### src/hw/rtl/indexed_deque_store_macros.svh
// indexed_deque_store_macros.svh: assertion macros for the deque store
// no dependencies; included by files that carry assertions
`ifndef INDEXED_DEQUE_STORE_MACROS_SVH
`define INDEXED_DEQUE_STORE_MACROS_SVH
`ifndef SYNTHESIS
// same-cycle implication
`define IDS_ASSERT_IMP(label, clk, rst, ante, cons) \
   label: assert property (@(posedge clk) disable iff (rst) (ante) |-> (cons)) \
      else $error("deque store check failed");
// next-cycle implication
`define IDS_ASSERT_NEXT(label, clk, rst, ante, cons) \
   label: assert property (@(posedge clk) disable iff (rst) (ante) |=> (cons)) \
      else $error("deque store check failed");
`else
`define IDS_ASSERT_IMP(label, clk, rst, ante, cons)
`define IDS_ASSERT_NEXT(label, clk, rst, ante, cons)
`endif
`endif

### src/hw/rtl/ids_pkg.sv
// ids_pkg: types, constants and codes shared by the deque store modules
// no dependencies
`default_nettype none
package ids_pkg;

   localparam int CAPACITY      = 64;
   localparam int ELEMENT_WIDTH = 32;
   localparam int CNT_W         = $clog2(CAPACITY + 1);
   localparam int IDX_W         = $clog2(CAPACITY);
   // width for comparing positions against counts
   localparam int CMP_W         = (CNT_W > 8) ? CNT_W : 8;

   typedef logic [ELEMENT_WIDTH-1:0] elem_type;
   typedef elem_type [CAPACITY-1:0]  store_type;
   typedef logic [CNT_W-1:0]         count_type;
   typedef logic [CMP_W-1:0]         cmp_type;

   typedef enum logic [3:0] {
      CMD_PUSH_BACK  = 4'd0,
      CMD_POP_BACK   = 4'd1,
      CMD_PUSH_FRONT = 4'd2,
      CMD_POP_FRONT  = 4'd3,
      CMD_GET        = 4'd4,
      CMD_PUT        = 4'd5,
      CMD_INSERT     = 4'd6,
      CMD_REMOVE     = 4'd7,
      CMD_SWAP       = 4'd8,
      CMD_CLEAR      = 4'd9
   } cmd_type;

   typedef enum logic [1:0] {
      ST_OK    = 2'd0,
      ST_RANGE = 2'd1,
      ST_FULL  = 2'd2
   } status_type;

   // what the row of cells does in the current cycle
   typedef enum logic [2:0] {
      CM_HOLD,
      CM_WRITE,
      CM_OPEN,
      CM_CLOSE,
      CM_SWAP
   } cell_mode_type;

   typedef struct packed {
      cell_mode_type mode;
      cmp_type       pos;
      cmp_type       pos2;
      cmp_type       count;
      elem_type      wdata;
      elem_type      swap_a;
      elem_type      swap_b;
   } cell_ctl_type;

endpackage
`default_nettype wire

### src/hw/rtl/ids_cell.sv
// ids_cell: one storage cell of the deque row, loads from itself, its
// neighbors, the write data, a swap value or zero; depends on ids_pkg
`default_nettype none
module ids_cell (
   input  wire                   clock,
   input  ids_pkg::cmp_type      cell_index,
   input  ids_pkg::cell_ctl_type ctl,
   input  ids_pkg::elem_type     left_value,
   input  ids_pkg::elem_type     right_value,
   output ids_pkg::elem_type     value
);
   import ids_pkg::*;

   elem_type value_ff, value_in;
   cmp_type  next_index;

   assign next_index = cell_index + cmp_type'(1);

   // per-cell next value
   always_comb begin
      value_in = value_ff;
      case (ctl.mode)
         CM_WRITE: begin
            if (cell_index == ctl.pos) value_in = ctl.wdata;
         end
         CM_OPEN: begin
            if (cell_index == ctl.pos) begin
               value_in = ctl.wdata;
            end else if (cell_index > ctl.pos && cell_index <= ctl.count) begin
               value_in = left_value;
            end else if (cell_index >= ctl.count && cell_index < ctl.pos) begin
               value_in = '0;
            end
         end
         CM_CLOSE: begin
            if (cell_index >= ctl.pos && next_index < ctl.count) value_in = right_value;
         end
         CM_SWAP: begin
            if (cell_index == ctl.pos) begin
               value_in = ctl.swap_a;
            end else if (cell_index == ctl.pos2) begin
               value_in = ctl.swap_b;
            end
         end
         default: value_in = value_ff;
      endcase
   end

   always_ff @(posedge clock) begin
      value_ff <= value_in;
   end

   assign value = value_ff;
endmodule
`default_nettype wire

### config.mk
export PLATFORM = sky130hd
export DESIGN_NAME = ids_cell
export DESIGN_NICKNAME = d
export VERILOG_FILES = /design/src/hw/rtl/indexed_deque_store_macros.svh /design/src/hw/rtl/ids_pkg.sv /design/src/hw/rtl/ids_cell.sv
export SDC_FILE = /design/constraint.sdc
export NUM_CORES = 1
export LEC_CHECK = 0
export BUFFER_PORTS_ARGS = -buffer_cell sky130_fd_sc_hd__buf_2
export CORE_MARGIN = 2
export CORE_UTILIZATION = 41
export DETAILED_ROUTE_END_ITERATION = 10
export PLACE_DENSITY_LB_ADDON = 0.08
export SLEW_MARGIN = 0
export SYNTH_ARGS = -nofsm -noshare
export SYNTH_HDL_FRONTEND = slang
export SYNTH_SLANG_ARGS = --single-unit
### constraint.sdc
create_clock -name clock -period 4.2 [get_ports clock]
set_input_delay 0.84 -clock clock [delete_from_list [all_inputs] [get_ports clock]]
set_output_delay 0.84 -clock clock [all_outputs]
set_load 0.01 [all_outputs]
* Word level (Yosys, flattened, before mapping) *
Cells that the tools add are included.

operators by class
  multiplexer cells = 8
  reduce and logical (&&, ||, !) cells = 5
  add/subtract/negate cells = 1
  equal/unequal tests = 10
  $lt $le $gt $ge = 6

operators with widths
  cell                   count
  $mux W32               7
  $pmux W32 S4           1
  $eq A8 B8 Y1           2
  $ge A8 B8 Y1           2
  $lt A8 B8 Y1           2
  $add A8 B1 Y8 const B  1
  $gt A8 B8 Y1           1
  $le A8 B8 Y1           1
  $eq A3 B2 Y1 const B   2
  $reduce_and A5 Y1      1
  $ne A2 B2 Y1 const B   2
  $ne A4 B4 Y1 const B   1
  $reduce_bool A4 Y1     1
  $eq A3 B1 Y1 const B   1
  $eq A3 B3 Y1 const B   1
  $logic_and A1 B1 Y1    3
  $ne A3 B3 Y1 const B   1

word-level totals
  word-level logic and storage cells = 31
  register bits after elaboration = 32
  output and inout bits = 32

* Longest topological paths before layout *
  depth in word-level cells = 6
  gate-level depth with buffers = 9
  gate-level depth less buffers = 9

* Least setup slack after synthesis *
No wires, ideal clock.

  path type = input -> register
  start = in cell_index[0]
  end = reg value_ff[0], in the netlist value[0] (enable)
  setup time = 0.393 ns
  stages = 9
  path buffers = 0
  required time = 3.807 ns
  slack = 0.767 ns
  arrival time = 3.040 ns
  cells stage by stage = ha_1 and3_1 xor2_1 ha_1 a21o_1 a21oi_1 nor2b_1 o311ai_0 o311a_1

on the way
  word-level cells in the longest chain between the ends = 5
  elaborated cells between the ends (all ways) = 17
  classes of those cells = 1 x add/sub; 6 x order compare; 6 x eq/ne; 4 x reduce/logical

ends and longest elaborated chain
  element                               RTL line        source
  start, declared                       ids_cell.sv:6   input ids_pkg::cmp_type cell_index,
  $add A8 B1 Y8                         ids_cell.sv:17  assign next_index = cell_index + cmp_type'(1);
  $lt A8 B8 Y1                          ids_cell.sv:36  if (cell_index >= ctl.pos && next_index < ctl.count) value_in = right_value;
  $logic_and A1 B1 Y1                   ids_cell.sv:36
  $ne A2 B2 Y1 (no source line)         -
  $reduce_and A5 Y1 (no source line) *  -
  end signal, assigned                  ids_cell.sv:50  value_ff <= value_in;
  end, declared                         ids_cell.sv:14  elem_type value_ff, value_in;

Mark *: on every way between the ends. The rest lies on a longest branch, timed or not.
A chain may end at the register's enable or synchronous reset.

* Worst setup path after layout *
  start = in cell_index[5]
  end = reg value_ff[10], in the netlist value[10] (data pin)

on the way
  word-level cells in the longest chain between the ends = 5
  elaborated cells between the ends (all ways) = 8
  classes of those cells = 2 x order compare; 1 x eq/ne; 4 x mux; 1 x reduce/logical

ends and longest elaborated chain
  element                                              RTL line        source
  $gt A8 B8 Y1 / $le A8 B8 Y1 (equally long branches)  ids_cell.sv:29  end else if (cell_index > ctl.pos && cell_index <= ctl.count) begin
  $logic_and A1 B1 Y1                                  ids_cell.sv:29
  $mux W32                                             ids_cell.sv:29
  $mux W32                                             ids_cell.sv:27  if (cell_index == ctl.pos) begin
  $pmux W32 S4 *                                       ids_cell.sv:22  case (ctl.mode)
  via value_in[10]                                     ids_cell.sv:14

The timed path passes the listed nets; every way through them passes the cells marked *.

==> results.md <==
- Postcts setup bufs: 0
- Register Area: 960.9 µm²
- Die area: 0.007849 mm²
- Status: finished clean
- DRC: 0
- Leak Pwr: 1.934 nW
- Finish-stage setup viols: 0
- Core Area: 0.006869 mm²
- Die height: 88.60 µm
- Vias/cell: 5.451
- Top Ports: 228
- Inserted Clock Buffers: 5
- CTS Sinks: 32
- WL per Instance: 16.23 µm
- Post-Syn Nets: 511
- HPWL after DPL: 7873 µm
- P_int: 0.6746 mW
- CP Cell Sequence: buf_2 -> ha_1 -> nand4_1 -> nor2_4 -> buf_4 -> mux2_2 -> a222oi_1 -> o21ai_0
- Crit path kind: in -> reg
- Grt ovf: 0
- Psw: 0.2934 mW
- H-tree levels: 2
- Slew Limit Fails: 0
- CP endpoint kind: flop
- Ys async rst share: 0%
- Area of the multi-input gates: 0.001813 mm²
- Gate power share: 35.8%
- GRT Util Overall: 23.20%
- Ys Warns: 0
- # fillers: 610
- Clock power share: 23.0%
- Fin crit share: 74.96%
- Synthesized area: 0.002934 mm²
- Final wirelength: 9869 µm
- Max Cap Viol: 0
- Clk buf depth: 2
- Worst Hold Slack: 0.8927 ns
- Initial core utilization: 42.71%
- Synth Register Bits: 32
- Syn avg cell area: 10.12 µm²
- Global-route wire length before repair: 14050 µm
- Clk slew on worst S/H paths: 0.07 ns
- Power Density: 228.2 mW/mm²
- RSZ-0062 raised after global routing: no
- Tightest Pin Transition: 1.037 ns
- Predominant post-synthesis flop cell: edfxtp_1
- Setup TNS: 0 ns
- DR pass1 iterations: 5
- Part of the power in registers: 41.1%
- Post-DRT Antenna Nets: 0
- Max stage delay on crit path: 0.51 ns
- Max reg flops: 32
- Cells after Synth: 290
- Initial antenna violation count: 0
- Crit path DAT: 3.16 ns
- WHS Path Cells: 3
- Hold Fails Final Rpt: 0
- Non-filler instance count after layout: 608
- Slowest cell on crit path: nor2_4
- Synth unique cells: 36
- Maximum fanout along the worst path: 19
- Min-Delay Path Class: in -> reg
- Layout Area Growth over Synthesis: 44.61%
- Final RePlAce weighted congestion: 0.9908
- Commonest cells after routing, fill and taps aside: buf_2 (227), o21ai_0 (36), mux2_2 (32), a222oi_1 (32), edfxtp_1 (32)
- Peak VDD IR: 0.1319 mV
- CTS root buffer: clkbuf_8
- Via count of the routed design: 3314
- CP Launch Type: input pin
- Layout cell share with drive strength beyond 1: 54.88%
- Cts-stage hold buffer count: 0
- IO buf count: 227
- Vias in the first global route: 3012
- Drt initial violations: 200
- Antenna Cells: 0
- Die width: 88.60 µm
- Pin count of the biggest net entering global routing: 34
- Num rows: 30
- Worst slew margin: 30.88%
- TritonCTS clock tree: yes
- Net count reported at finish: 732
- Post-synth EDFFs: 32
- Switch share: 30.31%
- Seq/Total Area, Yosys: 32.75%
- Minimum clock period: 3.148 ns
- Post-cts gate resize count: 0
- Critical path required time: 4.21 ns
- Cells after DPL: 600
- Leading cell type in the layout, fill and taps excluded: buf_2
- Fmax: 317.6 MHz
[critical path: cells and delay by family]
kind	cells	cell delay (ns)
AOI/OAI and AO/OA	2	0.38
and+or+nand+nor	2	0.72
adders and majority gates	1	0.31
muxes	1	0.37
buffers and inverters	2	0.53
[metal layers]
metal  track usage [%]  part of all wire (%)
met1             28.35                    39
met2             42.99                    52
met3             3.545                   7.9
met4             5.096                  0.75
met5                 0                     0
[cell type report]
type | count | share of cell area (%)
timing repair buffer | 233 | 28.43
tap | 96 | 2.831
clock inverter | 3 | 0.3244
multi-input combinational | 223 | 42.73
sequential | 32 | 22.65
inverter | 16 | 1.416
clock buffer | 5 | 1.622
[synthesized netlist by cell type (all sizes together) (2+ instances only)]
cell type  number  area share (%)
ha             25              11
nor2b           4            0.85
clkbuf          6            0.77
o21ai          66              11
mux2           32              12
nand2           4            0.51
xor2            5             1.5
edfxtp         32              33
o211ai          4             1.0
nor3            2            0.51
nand4           8             1.7
a222oi         32              11
inv            16             2.0
a21oi          11             2.0
buf            13             2.7
xnor2          10             3.0
nor2            4            0.77
nand3           4            0.68
[power by group through the flow]
| stage | combinational (mW) | sequential, mW | clock, mW |
|---|---|---|---|
| floorplan | 0.160 | 0.422 | 0 |
| global placement | 0.342 | 0.404 | 0 |
| detailed placement | 0.347 | 0.405 | 0 |
| CTS | 0.348 | 0.399 | 0.233 |
| global route | 0.382 | 0.401 | 0.245 |
| finish | 0.347 | 0.398 | 0.223 |
[metrics by stage]
step                      power, mW  setup WS [ns]  utilization, %  instance area (µm²)
after floorplan              0.5818         0.7672               -                 2934
after CTS                    0.9799          1.071           61.77                 4243
after detailed placement     0.7526         0.7598           60.56                 4160
after global routing          1.027         0.8988           61.77                 4243
final                        0.9680          1.052           61.77                 4243
after global placement       0.7465         0.7783           60.56                 4160
[cell families after synthesis]
kind of cell             Yosys count  synth area share (%)
adder cells (fa/ha/maj)           25                 10.66
XOR/XNOR                          15                 4.477
AO/OA/AOI/OAI                    119                 27.29
AND/OR/NAND/NOR                   32                 7.036
multiplexers                      32                 12.28
buffers and inverters             35                 5.501
flip-flops                        32                 32.75
[final timing paths]
check	from	slack [ns]	endpoint
min	right_value[3]	0.89	value[3]
max	cell_index[5]	1.05	value[10]
No activity file was read; power rests on OpenSTA's default activity.
